<file path="src/hdl/bsle_pkg.sv">
`default_nettype none
// ----------------------------------------------------------------------------
// bsle_pkg: shared types and constants of the bounded sorted list engine
// Holds the list geometry, operation codes and the command and status
// records that join the controller and the datapath.
// ----------------------------------------------------------------------------
package bsle_pkg;

  // List geometry.
  localparam int DEPTH        = 64;
  localparam int PAYLOAD_BITS = 64;

  // Port field widths.
  localparam int KIND_W    = 3;
  localparam int KEY_W     = 32;
  localparam int IN_PAY_W  = 64;
  localparam int POS_W     = 6;

  // Derived widths.
  localparam int ADDR_W = $clog2(DEPTH);
  localparam int CNT_W  = $clog2(DEPTH + 1);
  localparam int CMP_W  = (CNT_W > POS_W) ? CNT_W : POS_W;
  localparam int WORD_W = KEY_W + PAYLOAD_BITS;

  // Operation codes carried by a request.
  typedef enum logic [KIND_W-1:0] {
    K_APPEND    = 3'd0,
    K_PREPEND   = 3'd1,
    K_SORTED    = 3'd2,
    K_REM_LAST  = 3'd3,
    K_REM_FIRST = 3'd4,
    K_REM_KEY   = 3'd5,
    K_RD_INDEX  = 3'd6,
    K_RD_KEY    = 3'd7
  } kind_t;

  // Next value of the walk pointer. The RAM read address follows it.
  typedef enum logic [2:0] {
    PTR_HOLD = 3'd0,
    PTR_ZERO = 3'd1,
    PTR_POS  = 3'd2,
    PTR_INC  = 3'd3,
    PTR_DEC  = 3'd4,
    PTR_TOP  = 3'd5,
    PTR_AT1  = 3'd6
  } ptr_op_t;

  // Insert or removal position update.
  typedef enum logic [1:0] {
    AT_HOLD = 2'd0,
    AT_ZERO = 2'd1,
    AT_CNT  = 2'd2,
    AT_PTR  = 2'd3
  } at_op_t;

  // RAM write selection.
  typedef enum logic [1:0] {
    WR_NONE = 2'd0,
    WR_UP   = 2'd1,
    WR_DN   = 2'd2,
    WR_NEW  = 2'd3
  } wr_sel_t;

  // Entry count update.
  typedef enum logic [1:0] {
    CNT_HOLD = 2'd0,
    CNT_INC  = 2'd1,
    CNT_DEC  = 2'd2
  } cnt_op_t;

  // Commands from the controller to the datapath.
  typedef struct packed {
    logic    accept;
    ptr_op_t ptr_op;
    at_op_t  at_op;
    wr_sel_t wr_sel;
    cnt_op_t cnt_op;
    logic    srch_order;
    logic    res_ok;
    logic    res_cap;
    logic    load_out;
  } ctl_cmd_t;

  // Status from the datapath to the controller.
  typedef struct packed {
    logic full;
    logic empty;
    logic pos_ok;
    logic srch_end;
    logic srch_hit;
    logic at_is_cnt;
    logic at1_ge_cnt;
    logic ptr_is_at;
    logic ptr1_is_cnt;
    logic out_busy;
  } dp_status_t;

endpackage
`default_nettype wire

</file>
<file path="src/hdl/bsle_ctrl.sv">
`default_nettype none
// ----------------------------------------------------------------------------
// bsle_ctrl: sequencer of the bounded sorted list engine
// Accepts a request, walks the list through search and shift states and
// hands the result to the output register.
// ----------------------------------------------------------------------------
module bsle_ctrl (
  input  logic                        clk,
  input  logic                        rst_n,
  input  logic                        in_valid,
  output logic                        in_stall,
  input  logic [bsle_pkg::KIND_W-1:0] in_kind,
  input  bsle_pkg::dp_status_t        status,
  output bsle_pkg::ctl_cmd_t          cmd
);
  import bsle_pkg::*;

  typedef enum logic [9:0] {
    S_IDLE   = 10'b0000000001,
    S_SEARCH = 10'b0000000010,
    S_RDIDX  = 10'b0000000100,
    S_SHUP0  = 10'b0000001000,
    S_SHUP   = 10'b0000010000,
    S_WRNEW  = 10'b0000100000,
    S_SHDN0  = 10'b0001000000,
    S_SHDN   = 10'b0010000000,
    S_DEC    = 10'b0100000000,
    S_FIN    = 10'b1000000000
  } state_t;

  state_t state_r, state_nxt;
  kind_t  kind_r, kind_nxt;
  kind_t  in_op;

  assign in_op    = kind_t'(in_kind);
  assign in_stall = (state_r != S_IDLE);

  // State and operation registers.
  always_ff @(posedge clk) begin
    if (!rst_n) begin
      state_r <= S_IDLE;
      kind_r  <= K_APPEND;
    end else begin
      state_r <= state_nxt;
      kind_r  <= kind_nxt;
    end
  end

  // Next state and datapath commands.
  always_comb begin
    state_nxt      = state_r;
    kind_nxt       = kind_r;
    cmd            = '0;
    cmd.ptr_op     = PTR_HOLD;
    cmd.at_op      = AT_HOLD;
    cmd.wr_sel     = WR_NONE;
    cmd.cnt_op     = CNT_HOLD;
    cmd.srch_order = (kind_r == K_SORTED);
    unique case (state_r)
      S_IDLE: begin
        if (in_valid) begin
          cmd.accept = 1'b1;
          kind_nxt   = in_op;
          unique case (in_op)
            K_APPEND: begin
              cmd.at_op = AT_CNT;
              state_nxt = status.full ? S_FIN : S_WRNEW;
            end
            K_PREPEND: begin
              cmd.at_op = AT_ZERO;
              state_nxt = status.full ? S_FIN : S_SHUP0;
            end
            K_SORTED: begin
              cmd.ptr_op = PTR_ZERO;
              state_nxt  = status.full ? S_FIN : S_SEARCH;
            end
            K_REM_LAST: begin
              state_nxt = status.empty ? S_FIN : S_DEC;
            end
            K_REM_FIRST: begin
              cmd.at_op = AT_ZERO;
              state_nxt = status.empty ? S_FIN : S_SHDN0;
            end
            K_REM_KEY, K_RD_KEY: begin
              cmd.ptr_op = PTR_ZERO;
              state_nxt  = S_SEARCH;
            end
            K_RD_INDEX: begin
              cmd.ptr_op = PTR_POS;
              state_nxt  = status.pos_ok ? S_RDIDX : S_FIN;
            end
            default: begin
              state_nxt = S_FIN;
            end
          endcase
        end
      end
      // One entry compared per cycle; the end of the list wins over a hit.
      S_SEARCH: begin
        if (status.srch_end) begin
          cmd.at_op = AT_PTR;
          state_nxt = (kind_r == K_SORTED) ? S_SHUP0 : S_FIN;
        end else if (status.srch_hit) begin
          cmd.at_op = AT_PTR;
          priority if (kind_r == K_SORTED) begin
            state_nxt = S_SHUP0;
          end else if (kind_r == K_REM_KEY) begin
            state_nxt = S_SHDN0;
          end else begin
            cmd.res_cap = 1'b1;
            state_nxt   = S_FIN;
          end
        end else begin
          cmd.ptr_op = PTR_INC;
        end
      end
      S_RDIDX: begin
        cmd.res_cap = 1'b1;
        state_nxt   = S_FIN;
      end
      // Open a gap at the insert position, moving entries up from the top.
      S_SHUP0: begin
        if (status.at_is_cnt) begin
          state_nxt = S_WRNEW;
        end else begin
          cmd.ptr_op = PTR_TOP;
          state_nxt  = S_SHUP;
        end
      end
      S_SHUP: begin
        cmd.wr_sel = WR_UP;
        if (status.ptr_is_at) begin
          state_nxt = S_WRNEW;
        end else begin
          cmd.ptr_op = PTR_DEC;
        end
      end
      S_WRNEW: begin
        cmd.wr_sel = WR_NEW;
        cmd.cnt_op = CNT_INC;
        cmd.res_ok = 1'b1;
        state_nxt  = S_FIN;
      end
      // Close the gap at the removal position, moving entries down.
      S_SHDN0: begin
        if (status.at1_ge_cnt) begin
          state_nxt = S_DEC;
        end else begin
          cmd.ptr_op = PTR_AT1;
          state_nxt  = S_SHDN;
        end
      end
      S_SHDN: begin
        cmd.wr_sel = WR_DN;
        if (status.ptr1_is_cnt) begin
          state_nxt = S_DEC;
        end else begin
          cmd.ptr_op = PTR_INC;
        end
      end
      S_DEC: begin
        cmd.cnt_op = CNT_DEC;
        cmd.res_ok = 1'b1;
        state_nxt  = S_FIN;
      end
      // Wait for room in the output register.
      S_FIN: begin
        if (!status.out_busy) begin
          cmd.load_out = 1'b1;
          state_nxt    = S_IDLE;
        end
      end
      default: begin
        state_nxt = S_IDLE;
      end
    endcase
  end

`ifndef SYNTH
  // A result never overwrites one that is still held by a stalled receiver.
  a_no_overwrite: assert property (@(posedge clk) disable iff (!rst_n)
    cmd.load_out |-> !status.out_busy)
    else $error("result loaded while output register is stalled");

  // An accepted request always starts work.
  a_accept_leaves_idle: assert property (@(posedge clk) disable iff (!rst_n)
    (state_r == S_IDLE && in_valid) |=> (state_r != S_IDLE))
    else $error("accepted request did not leave idle");
`endif

endmodule
`default_nettype wire

</file>
<file path="config.mk">
export PLATFORM = sky130hd
export DESIGN_NAME = bsle_ctrl
export DESIGN_NICKNAME = d
export VERILOG_FILES = /design/src/hdl/bsle_pkg.sv /design/src/hdl/bsle_ctrl.sv
export SDC_FILE = /design/constraint.sdc
export NUM_CORES = 1
export LEC_CHECK = 0
export ABC_AREA = 1
export BUFFER_PORTS_ARGS = -buffer_cell sky130_fd_sc_hd__buf_2
export CELL_PAD_IN_SITES_DETAIL_PLACEMENT = 0
export CELL_PAD_IN_SITES_GLOBAL_PLACEMENT = 1
export CORE_MARGIN = 1.5
export CORE_UTILIZATION = 35
export DETAILED_ROUTE_END_ITERATION = 10
export PLACE_DENSITY = 0.83
export SETUP_SLACK_MARGIN = 0.02
export SYNTH_ARGS = -nofsm -noshare
export SYNTH_HDL_FRONTEND = slang
export SYNTH_SLANG_ARGS = --single-unit
</file>
<file path="constraint.sdc">
create_clock -name clk -period 1.55 [get_ports clk]
set_input_delay 0.155 -clock clk [delete_from_list [all_inputs] [get_ports clk]]
set_output_delay 0.155 -clock clk [all_outputs]
set_load 0.01 [all_outputs]
</file>
# --- Word-level counts from Yosys, hierarchy flattened ---
# Cells that the tools add are included.
word_totals:
  inputBits: 16
  ram_bits: 0
  reg_bits: 13
  rom_bits: 0
  out_inout_bits: 15
  latch_bits: 0
  n_memories: 0
classes:
  n_addsub: 0
  shifts: 0
  reduce_logical: 8
  n_lt_le_gt_ge: 0
  div_mod_pow: 0
  n_mux: 43
  n_eq_ne: 25
  multipliers: 0
  n_bitwise: 0
ops:
  columns: ["cell", "count"]
  rows:
  - ["10-bit two-way mux", 15]
  - ["10-bit one-hot mux with 8 select lines", 1]
  - ["10-bit one-hot mux with 7 select lines", 1]
  - ["3-bit one-hot mux with 6 select lines", 1]
  - ["2-bit one-hot mux with 2 select lines", 4]
  - ["3-bit == test, second input constant", 5]
  - ["6-bit two-way mux", 2]
  - ["10-bit by 1-bit == test with 1-bit output, second input constant", 1]
  - ["10-bit == test, second input constant", 1]
  - ["10-bit by 2-bit == test with 1-bit output, second input constant", 1]
  - ["10-bit by 3-bit == test with 1-bit output, second input constant", 1]
  - ["10-bit by 4-bit == test with 1-bit output, second input constant", 1]
  - ["10-bit by 5-bit == test with 1-bit output, second input constant", 1]
  - ["10-bit by 6-bit == test with 1-bit output, second input constant", 1]
  - ["10-bit by 7-bit == test with 1-bit output, second input constant", 1]
  - ["10-bit by 8-bit == test with 1-bit output, second input constant", 1]
  - ["10-bit by 9-bit == test with 1-bit output, second input constant", 1]
  - ["2-bit two-way mux", 5]
  - ["10-bit by 1-bit != test with 1-bit output, second input constant", 1]
  - ["3-bit by 2-bit == test with 1-bit output, second input constant", 3]
  - ["3-bit two-way mux", 3]
  - ["9-bit two-way mux", 1]
  - ["1-bit two-way mux", 8]
  - ["2-bit != test, second input constant", 4]
  - ["9 further kinds", 12]

# --- Longest topological paths before layout ---
# Gate-level depths: netlist of the first run.
logic_depth:
  ltp_word: 6
  ltp_mapped: 11
  ltp_nobuf: 11

# --- Worst setup path after synthesis of the first run ---
# OpenSTA, ideal clock, no wires.
synth_path:
  path_type: "register to output"
  from: "reg state_r[4]"
  to: "out cmd[1] in the netlist's numbering"
  path_stages_with_launch: 6
  required_time_ns: 1.395
  arrival_time_ns: 1.292
  slack_ns: 0.103
  path_cell_list: "dfxtp_1 nor2_4 nand2_8 nor2_4 nand2_1 o41ai_1"
synth_rtl:
  columns: ["element", "line", "text"]
  rows:
  - ["start, declared", "bsle_ctrl.sv:31", "state_t state_r, state_nxt;"]
  - ["start signal, assigned", "bsle_ctrl.sv:44", "state_r <= state_nxt;"]
  - ["end, declared", "bsle_ctrl.sv:14", "output bsle_pkg::ctl_cmd_t cmd"]

==> results of run 1 <==
[metal layers]
metal | wire (um) | track usage | up-vias
met5 | 0 | 0 | -
met4 | 53 | 0.0714 | 0
met3 | 112 | 0.0277 | 7
met2 | 1970 | 0.382 | 33
met1 | 1570 | 0.254 | 661
li1 | - | - | 719
[final cells by class]
class,count,area [sq um],area share
repair buffers,54,384,0.210
multi-input cells,145,958,0.525
clock buffers,4,26.3,0.0144
flip-flops and latches,13,290,0.159
well taps,44,55.1,0.0301
inverters,28,113,0.0616
[placed cells by master (no fill, tap or decap), types with 2 or more instances in the layout]
cell type,Yosys,final
a21oi_1,6,6
buf_2,0,25
buf_4,0,18
buf_6,0,11
clkbuf_4,0,3
dfxtp_1,13,3
dfxtp_2,0,3
dfxtp_4,0,7
inv_1,24,19
inv_2,3,6
nand2_1,43,31
nand2_2,4,13
nand2_4,2,5
nand3_1,14,10
nand3_2,0,4
nand4_1,5,5
nor2_1,29,22
nor2_2,3,7
nor2_4,9,12
nor3_1,6,6
nor3_4,0,2
nor3b_2,2,2
o21ai_0,7,2
o21ai_1,0,2
o21ai_2,0,2
[worst max-delay path, stage by stage, from the launching register on]
cell      delay (ps)
dfxtp_4          370
nor2_4           190
nand2_8          110
nor2_4           120
nand2_2           60
or2_4            240
o211ai_1          70
buf_2            150
[what timing repair did]
action / 4_1_cts / 5_1_grt
hold endpoints to repair: 0 / 0
setup endpoints to repair: 12 / 23
gates resized for setup: 48 / 33
pin swaps: 13 / 9
setup buffers: 10 / 9
cloned: 0 / 0
[flip-flops by register name, indices dropped and copies added (netlist names)]
name	count
kind_r	3
state_r	10
[kinds of logic (layout without fill, tap and decap cells)]
logic type	count (synthesis)	in the layout	share of synthesized area
and+or+nand+nor	127	127	0.598
buffers and inverters	28	86	0.0898
AOI/OAI and AO/OA	18	18	0.0898
DFF	13	13	0.222
[Yosys cell counts, drive strengths merged]
cell type,n
nand3,15
nor3,9
nor3b,2
o211ai,1
a21oi,6
a211oi,1
inv,27
nor4,2
clkinv,1
nand2,50
o41ai,1
nand4,5
nor2,41
o31ai,1
nand3b,2
o311ai,1
or2,1
dfxtp,13
o21ai,7
[through the flow]
step	cells	total power (W)	hold WS [ps]	setup WS [ps]	setup TNS, ps
after floorplan	186	0.00137	240	103	0
final	288	0.00249	125	-188	-1500
after global routing	288	0.00267	129	-264	-3090
after detailed placement	265	0.00169	417	-8.02	-10.2
after CTS	279	0.00220	129	-189	-998
after global placement	265	0.00169	414	-29.6	-36.1
[where the power goes]
| group | leakage, nW | total (W) | internal, W | switching [W] |
|---|---|---|---|---|
| Clock | 0.0150 | 0.000218 | 0.000100 | 0.000118 |
| Combinational | 0.794 | 0.00178 | 0.000757 | 0.00102 |
| Sequential | 0.112 | 0.000489 | 0.000415 | 0.0000732 |
| Total | 0.921 | 0.00249 | 0.00127 | 0.00121 |
[worst min-delay path by stage]
stage | endpoint | slack [ps] | cells after the start
finish | state_r[0] | 130 | 2
global placement | state_r[0] | 410 | 2
floorplan | state_r[0] | 240 | 1
global route | state_r[0] | 130 | 2
CTS | state_r[0] | 130 | 2
detailed placement | state_r[0] | 420 | 2
==> impl_metrics.csv, run 1 <==
group,metric,value,unit
route,route.detailed.drc,0,
clock_tree,cts.root.buffer_cell,"clkbuf_4",
clock_tree,cts-hold-fix-buffers,0,
timing,fin_skew,3.47,ps
floorplan,num_rows,20,
critical_path,setup.worst_path.start,"state_r[4]",
logic_synthesis,syn_nets,202,
pwr,power.density,1360,mW/mm^2
logic_synthesis,ys_seq_area_frac,0.222,
timing,min_period,1740,ps
timing,final-setup-viol-count,15,
timing,setup_slack,-188,ps
worst_hold_path,hold_path_class,"input pin to register",
global_route,antenna_found_initial,0,
global_route,grt_pass1_vias,1312,
status,status,"complete, but fails checks",
critical_path,timing.rr.start,"state_r[4]",
timing,slew-limit-headroom,0.757,
global_route,grt_usage,0.211,
logic_synthesis,synth_area_leader_cell,"dfxtp_1",
clock_tree,cts_sinks,13,
route,wl_per_cell,12.9,um
logic_synthesis,synth_warnings,0,
critical_path,critPathCaptureType,"output port",
logic_synthesis,ys_seq_elements,13,
floorplan,fp.dieW,60.8,um
timing,period_share,1.12,
cells_and_area,nNetsFinal,261,
critical_path,arrival,1580,ps
logic_synthesis,syn_avg_cell_area,6.29,sq um
critical_path,reg2reg_slack,-20,ps
timing,grt_setup_unrepaired,"yes",
cells_and_area,final_util,0.589,
floorplan,ios,31,
critical_path,start_kind,"register",
cells_and_area,final_layout_size_suffix_gt1_frac,0.533,
critical_path,worstSetupEndpoint,"cmd[12]",
route,num_vias,1420,
clock_tree,clk_latency,280,ps
floorplan,core,0.00310,sq mm
place,dpl.hpwl,2710,um
logic_synthesis,synth_top_area_frac,0.222,
cells_and_area,n_antenna_cell,0,
clock_tree,clk_pin_slew,80,ps
clock_tree,cts_htree_levels,1,
global_route,grt_pass1_wl,5770,um
cells_and_area,fin_area,0.00183,sq mm
flow_run,drv_cap,0,
critical_path,required,1390,ps
place,place_area,0.00141,sq mm
clock_tree,tritoncts,"yes",
timing,slew_viol_final,0,
route,drt_iter0_drc,27,
cells_and_area,syn2layout_area_growth,56.1,%
clock_tree,cts_max_path_buffers,2,
critical_path,r2r_cells,8,
pwr,p_leak,0.921,nW
global_route,grt_max_degree,10,
critical_path,timing.rr.end,"state_r[8]",
critical_path,path_max_fanout,7,
status,failed_checks,"negative setup slack",
place,portBuffers,30,
worst_hold_path,hold_start,"rst_n",
route,via_per_inst,4.93,
floorplan,die_height,60.8,um
logic_synthesis,netlist_area,0.00117,sq mm
logic_synthesis,netlist_instances,186,
critical_path,path_class,"register to output port",
clock_tree,numCtsBuffers,3,
timing,finalHoldViolCount,0,
pwr,ir_worst_vdd,708,uV
cells_and_area,fillCellCount,338,
timing,max_freq,0.576,GHz
timing,worst_pin_slew,362,ps
route,antenna_left,0,
floorplan,die_area,0.00370,sq mm
route,drt_wl_total,3710,um
logic_synthesis,ys_types,28,
global_route,grt_overflow_total,0,
floorplan,start_util,0.377,
logic_synthesis,synth.area.top_cells,"dfxtp_1 22%, nand2_1 14%, nor2_1 9.3%",
route,firstDrtPassIters,4,
place,gp_congestion,0.804,
(Power assumes the default switching activity.)
==> inputs of run 2 (changes only) <==
--- a/config.mk
+++ b/config.mk
@@ -6,7 +6,7 @@
 export NUM_CORES = 1
 export LEC_CHECK = 0
 export ABC_AREA = 1
-export BUFFER_PORTS_ARGS = -buffer_cell sky130_fd_sc_hd__buf_2
+export BUFFER_PORTS_ARGS = -buffer_cell sky130_fd_sc_hd__buf_4
 export CELL_PAD_IN_SITES_DETAIL_PLACEMENT = 0
 export CELL_PAD_IN_SITES_GLOBAL_PLACEMENT = 1
 export CORE_MARGIN = 1.5
==> impl_metrics.csv, run 2 (synthesis results as in run 1) <==
group,metric,value,unit
place,dpl.hpwl,2890,um
clock_tree,clk_latency,270,ps
critical_path,slowest_stage,"dfxtp_4",
cells_and_area,fin_area,0.00184,sq mm
timing,max_freq,0.579,GHz
critical_path,critPathMaxStageDelay,380,ps
global_route,antenna_found_initial,0,
floorplan,core,0.00310,sq mm
cells_and_area,reg.largest.list,"state_r (10), kind_r (3)",
critical_path,crit_family,"simple AND/OR/NAND/NOR gates",
floorplan,die_area,0.00370,sq mm
timing,worst_pin_slew,382,ps
timing,holdWs,103,ps
clock_tree,cts-hold-fix-buffers,0,
timing,slew-limit-headroom,0.744,
critical_path,start_kind,"register",
timing,period_share,1.11,
route,wl_per_cell,12.6,um
timing,finalHoldViolCount,0,
clock_tree,cts_max_path_buffers,2,
critical_path,critical_path_buf_inv_count,1,
critical_path,path_cells,"nor2_4 > nand2_8 > nor2_4 > nand2_1 > or2_4 > o211ai_1 > buf_4",
critical_path,arrival,1570,ps
floorplan,die_height,60.8,um
cells_and_area,fillCellCount,313,
cells_and_area,regMostFlops,"state_r",
place,dp_cells,269,
global_route,grt_pass1_vias,1370,
critical_path,critPathCaptureType,"output port",
timing,slew_viol_final,0,
route,firstDrtPassIters,5,
cells_and_area,largest_reg_flops,10,
critical_path,path_common_cell,"nor2_4",
timing,final-setup-viol-count,14,
place,place_area,0.00152,sq mm
pwr,ir_worst_vdd,774,uV
clock_tree,cts_htree_levels,1,
clock_tree,cts.root.buffer_cell,"clkbuf_4",
route,drt_wl_total,3600,um
clock_tree,numCtsBuffers,3,
route,drt_iter0_drc,50,
global_route,grt_pass1_wl,5930,um
critical_path,path_class,"register to output port",
global_route,grt_max_degree,10,
cells_and_area,final_cell_mix,"39 x buf_4, 36 x nand2_1, 25 x nor2_1, 19 x inv_1",
flow_run,drv_cap,0,
critical_path,required,1390,ps
floorplan,ios,31,
route,via_per_inst,4.93,
clock_tree,cts_sinks,13,
timing,fin_skew,0.577,ps
cells_and_area,final_layout_size_suffix_gt1_frac,0.483,
status,failed_checks,"negative setup slack",
timing,min_period,1730,ps
clock_tree,tritoncts,"yes",
floorplan,fp.dieW,60.8,um
cells_and_area,n_antenna_cell,0,
status,status,"complete, but fails checks",
route,antenna_left,0,
route,route.detailed.drc,0,
cells_and_area,final_util,0.594,
critical_path,path_max_fanout,7,
global_route,grt_overflow_total,0,
cells_and_area,syn2layout_area_growth,57.6,%
worst_hold_path,hold_path_class,"input pin to register",
timing,setup_slack,-176,ps
cells_and_area,final_common_cell,"buf_4",
floorplan,num_rows,20,
timing,grt_setup_unrepaired,"yes",
pwr,power.density,1350,mW/mm^2
clock_tree,clk_pin_slew,90,ps
place,portBuffers,30,
place,gp_congestion,0.830,
floorplan,start_util,0.377,
pwr,p_leak,0.887,nW
route,num_vias,1409,
global_route,grt_usage,0.213,
cells_and_area,layout.cells.non_filler,286,
cells_and_area,nNetsFinal,259,
## run 2: cell types whose count changed in the layout (fill, tap and decap cells not counted), sizes merged
cell	before	now
inv	26	27
buf	54	52
clkinv	2	1
## run 2: worst paths after layout
path / start / endpoint / slack [ps] / cells after the start
worst max register to register: state_r[9] / state_r[3] / -20 / 10
worst max-delay path: state_r[6] / cmd[12] / -180 / 7
worst min register to register: kind_r[1] / kind_r[1] / 510 / 2
worst min-delay path: rst_n / state_r[0] / 100 / 2
## run 2: stage by stage
| stage | total power [W] | setup WS [ps] | TNS (ps) |
|---|---|---|---|
| 4_1_cts | 0.00228 | -208 | -1250 |
| 3_5_place_dp | 0.00182 | -1.86 | -1.86 |
| 2_1_floorplan | 0.00137 | 103 | 0 |
| 3_3_place_gp | 0.00181 | 8.92 | 0 |
| 5_1_grt | 0.00267 | -268 | -2980 |
| 6_report | 0.00248 | -176 | -1330 |
## run 2: power breakdown
part	internal [W]	switching, W
clock network	0.0000995	0.000118
registers	0.000409	0.0000722
logic	0.000772	0.00101
total	0.00128	0.00120
## run 2: final cells by class
cell class,count,area (sq um),area share
clock buffers,4,26.3,0.0142
well taps,44,55.1,0.0299
repair buffers,52,439,0.238
inverters,28,115,0.0624
flip-flops and latches,13,280,0.152
multi-input cells,145,928,0.503
## run 2: layer usage
| layer | GRT usage | routed length, um | up-vias |
|---|---|---|---|
| met5 | 0 | 0 | - |
| met4 | 0.0497 | 36 | 0 |
| met3 | 0.0341 | 136 | 4 |
| met2 | 0.376 | 1850 | 36 |
| met1 | 0.270 | 1570 | 649 |
| li1 | - | - | 720 |
## run 2: repair_timing
item,4_1_cts,5_1_grt
gates resized for setup,44,23
setup endpoints to repair,12,24
pin swaps,8,8
buffers inserted,13,0
==> inputs of run 3 (changes only) <==
--- a/config.mk
+++ b/config.mk
@@ -5,12 +5,11 @@
 export SDC_FILE = /design/constraint.sdc
 export NUM_CORES = 1
 export LEC_CHECK = 0
-export ABC_AREA = 1
 export BUFFER_PORTS_ARGS = -buffer_cell sky130_fd_sc_hd__buf_4
 export CELL_PAD_IN_SITES_DETAIL_PLACEMENT = 0
 export CELL_PAD_IN_SITES_GLOBAL_PLACEMENT = 1
 export CORE_MARGIN = 1.5
-export CORE_UTILIZATION = 35
+export CORE_UTILIZATION = 37
 export DETAILED_ROUTE_END_ITERATION = 10
 export PLACE_DENSITY = 0.83
 export SETUP_SLACK_MARGIN = 0.02
==> impl_metrics.csv, run 3 <==
group,metric,value,unit
cells_and_area,largest_reg_flops,10,
timing,slew-limit-headroom,0.704,
logic_synthesis,synth_area_leader_cell,"dfxtp_1",
timing,final-setup-viol-count,25,
clock_tree,clk_pin_slew,90,ps
cells_and_area,final_util,0.671,
floorplan,core,0.00300,sq mm
timing,period_share,1.38,
place,portBuffers,30,
critical_path,r2r_cells,7,
cells_and_area,final_layout_size_suffix_gt1_frac,0.596,
logic_synthesis,ys.flop_type,"dfxtp_1",
logic_synthesis,synth_warnings,0,
route,antenna_left,0,
timing,min_period,2140,ps
logic_synthesis,synth_edf_count,0,
status,failed_checks,"negative setup slack",
timing,tns,-10250,ps
route,wl_per_cell,16.5,um
clock_tree,numCtsBuffers,3,
pwr,ir_worst_vdd,401,uV
cells_and_area,fin_area,0.00201,sq mm
route,drt_wl_total,4270,um
timing,setup_slack,-593,ps
floorplan,ios,31,
flow_run,drv_cap,0,
place,place_area,0.00167,sq mm
route,num_vias,1494,
logic_synthesis,syn_nets,166,
clock_tree,clk_latency,290,ps
logic_synthesis,synthArstFlopShare,0,
route,via_per_inst,5.79,
logic_synthesis,ys_seq_area_frac,0.225,
clock_tree,cts.root.buffer_cell,"clkbuf_4",
logic_synthesis,synth_commonest_cells,"18 x nand2_1, 13 x dfxtp_1, 11 x nor2_1, 11 x nor3_1, 7 x nand3_1",
logic_synthesis,yosysMostFrequentCell,"nand2_1",
critical_path,path_class,"register to output port",
timing,max_freq,0.467,GHz
place,gp_congestion,0.871,
worst_hold_path,hold_path_class,"input pin to register",
global_route,grt_pass1_wl,6710,um
global_route,grt_max_degree,13,
status,status,"complete, but fails checks",
global_route,antenna_found_initial,0,
critical_path,path_max_fanout,5,
logic_synthesis,netlist_area,0.00116,sq mm
critical_path,start_kind,"register",
global_route,grt_overflow_total,0,
cells_and_area,final_common_cell,"buf_4",
cells_and_area,reg.largest.list,"state_r (10), kind_r (3)",
floorplan,start_util,0.385,
floorplan,num_rows,20,
floorplan,die_height,58.9,um
place,dp_cells,239,
critical_path,arrival,1990,ps
clock_tree,cts_max_path_buffers,2,
route,firstDrtPassIters,4,
timing,finalHoldViolCount,0,
logic_synthesis,netlist_instances,150,
global_route,grt_pass1_vias,1516,
timing,slew_viol_final,0,
floorplan,die_area,0.00347,sq mm
logic_synthesis,ys_seq_elements,13,
clock_tree,cts-hold-fix-buffers,0,
logic_synthesis,synth.area.top_cells,"dfxtp_1 22%, nand2_1 5.8%, nor3_1 4.8%",
timing,holdWs,135,ps
cells_and_area,layout.cells.non_filler,258,
clock_tree,tritoncts,"yes",
pwr,p_leak,0.894,nW
global_route,grt_usage,0.258,
logic_synthesis,ys_types,50,
clock_tree,cts_htree_levels,1,
place,dpl.hpwl,3080,um
timing,grt_setup_unrepaired,"yes",
critical_path,critPathCaptureType,"output port",
timing,fin_skew,5.94,ps
route,route.detailed.drc,0,
pwr,power.density,711,mW/mm^2
worst_hold_path,worstHoldPathCells,3,
route,drt_iter0_drc,67,
cells_and_area,nNetsFinal,242,
cells_and_area,final_cell_mix,"65 x buf_4, 16 x nand2_1, 15 x buf_6, 8 x nor2_1",
cells_and_area,regMostFlops,"state_r",
clock_tree,cts_sinks,13,
cells_and_area,syn2layout_area_growth,74.1,%
timing,worst_pin_slew,438,ps
logic_synthesis,synth_top_area_frac,0.225,
logic_synthesis,syn_avg_cell_area,7.72,sq um
cells_and_area,n_antenna_cell,0,
critical_path,required,1390,ps
floorplan,fp.dieW,58.9,um
==> run 3: worst max-delay path, stage by stage (launching register included) <==
cell	delay, ps
dfxtp_2	350
or4_4	590
nor4_4	330
a21oi_2	60
or3b_4	240
buf_4	110
==> run 3: final timing paths <==
path / from / end / slack, ps
setup / recovery: state_r[3] / cmd[10] / -590
hold reg to reg: kind_r[2] / kind_r[2] / 480
hold / removal: status[7] / state_r[2] / 140
setup reg to reg: state_r[3] / state_r[0] / -510
==> run 3: where the power goes <==
part           switching [W]  internal [W]  total, W
combinational       0.000371      0.000440  0.000810
sequential         0.0000317      0.000364  0.000396
clock               0.000126      0.000100  0.000226
total               0.000529      0.000904   0.00143
==> run 3: cells by family (layout without fill, tap and decap cells) <==
family,Yosys count,in the layout,synth area share
DFF,13,13,0.225
muxes,1,1,0.00865
and+or+nand+nor,91,91,0.490
AOI/OAI and AO/OA,27,27,0.173
buffers and inverters,14,89,0.0735
xor gates and xnor gates,4,4,0.0303
==> run 3: repair_timing <==
| action | CTS | global route |
|---|---|---|
| resized for setup | 45 | 11 |
| setup buffers | 11 | 6 |
| gates cloned | 0 | 0 |
| pin swaps | 18 | 7 |
| endpoints found under the setup margin | 26 | 26 |
| hold endpoints to repair | 0 | 0 |
==> run 3: metal layers <==
layer,track usage,up-vias,part of all wire
li1,-,713,-
met1,0.282,703,0.37
met2,0.478,60,0.54
met3,0.0264,18,0.055
met4,0.146,0,0.038
met5,0,-,0
==> run 3: final cells by class <==
type / count / area [sq um]
clock buffers: 4 / 26.3
fillers: 236 / 988
inverters: 4 / 17.5
multi-input cells: 123 / 977
flip-flops and latches: 13 / 275
well taps: 33 / 41.3
repair buffers: 81 / 677
==> run 3: metrics by stage <==
stage / setup slack, ps / power, W
floorplan: -197 / 0.000767
detailed placement: -449 / 0.000997
CTS: -517 / 0.00138
global route: -635 / 0.00152
global placement: -271 / 0.000980
finish: -593 / 0.00143
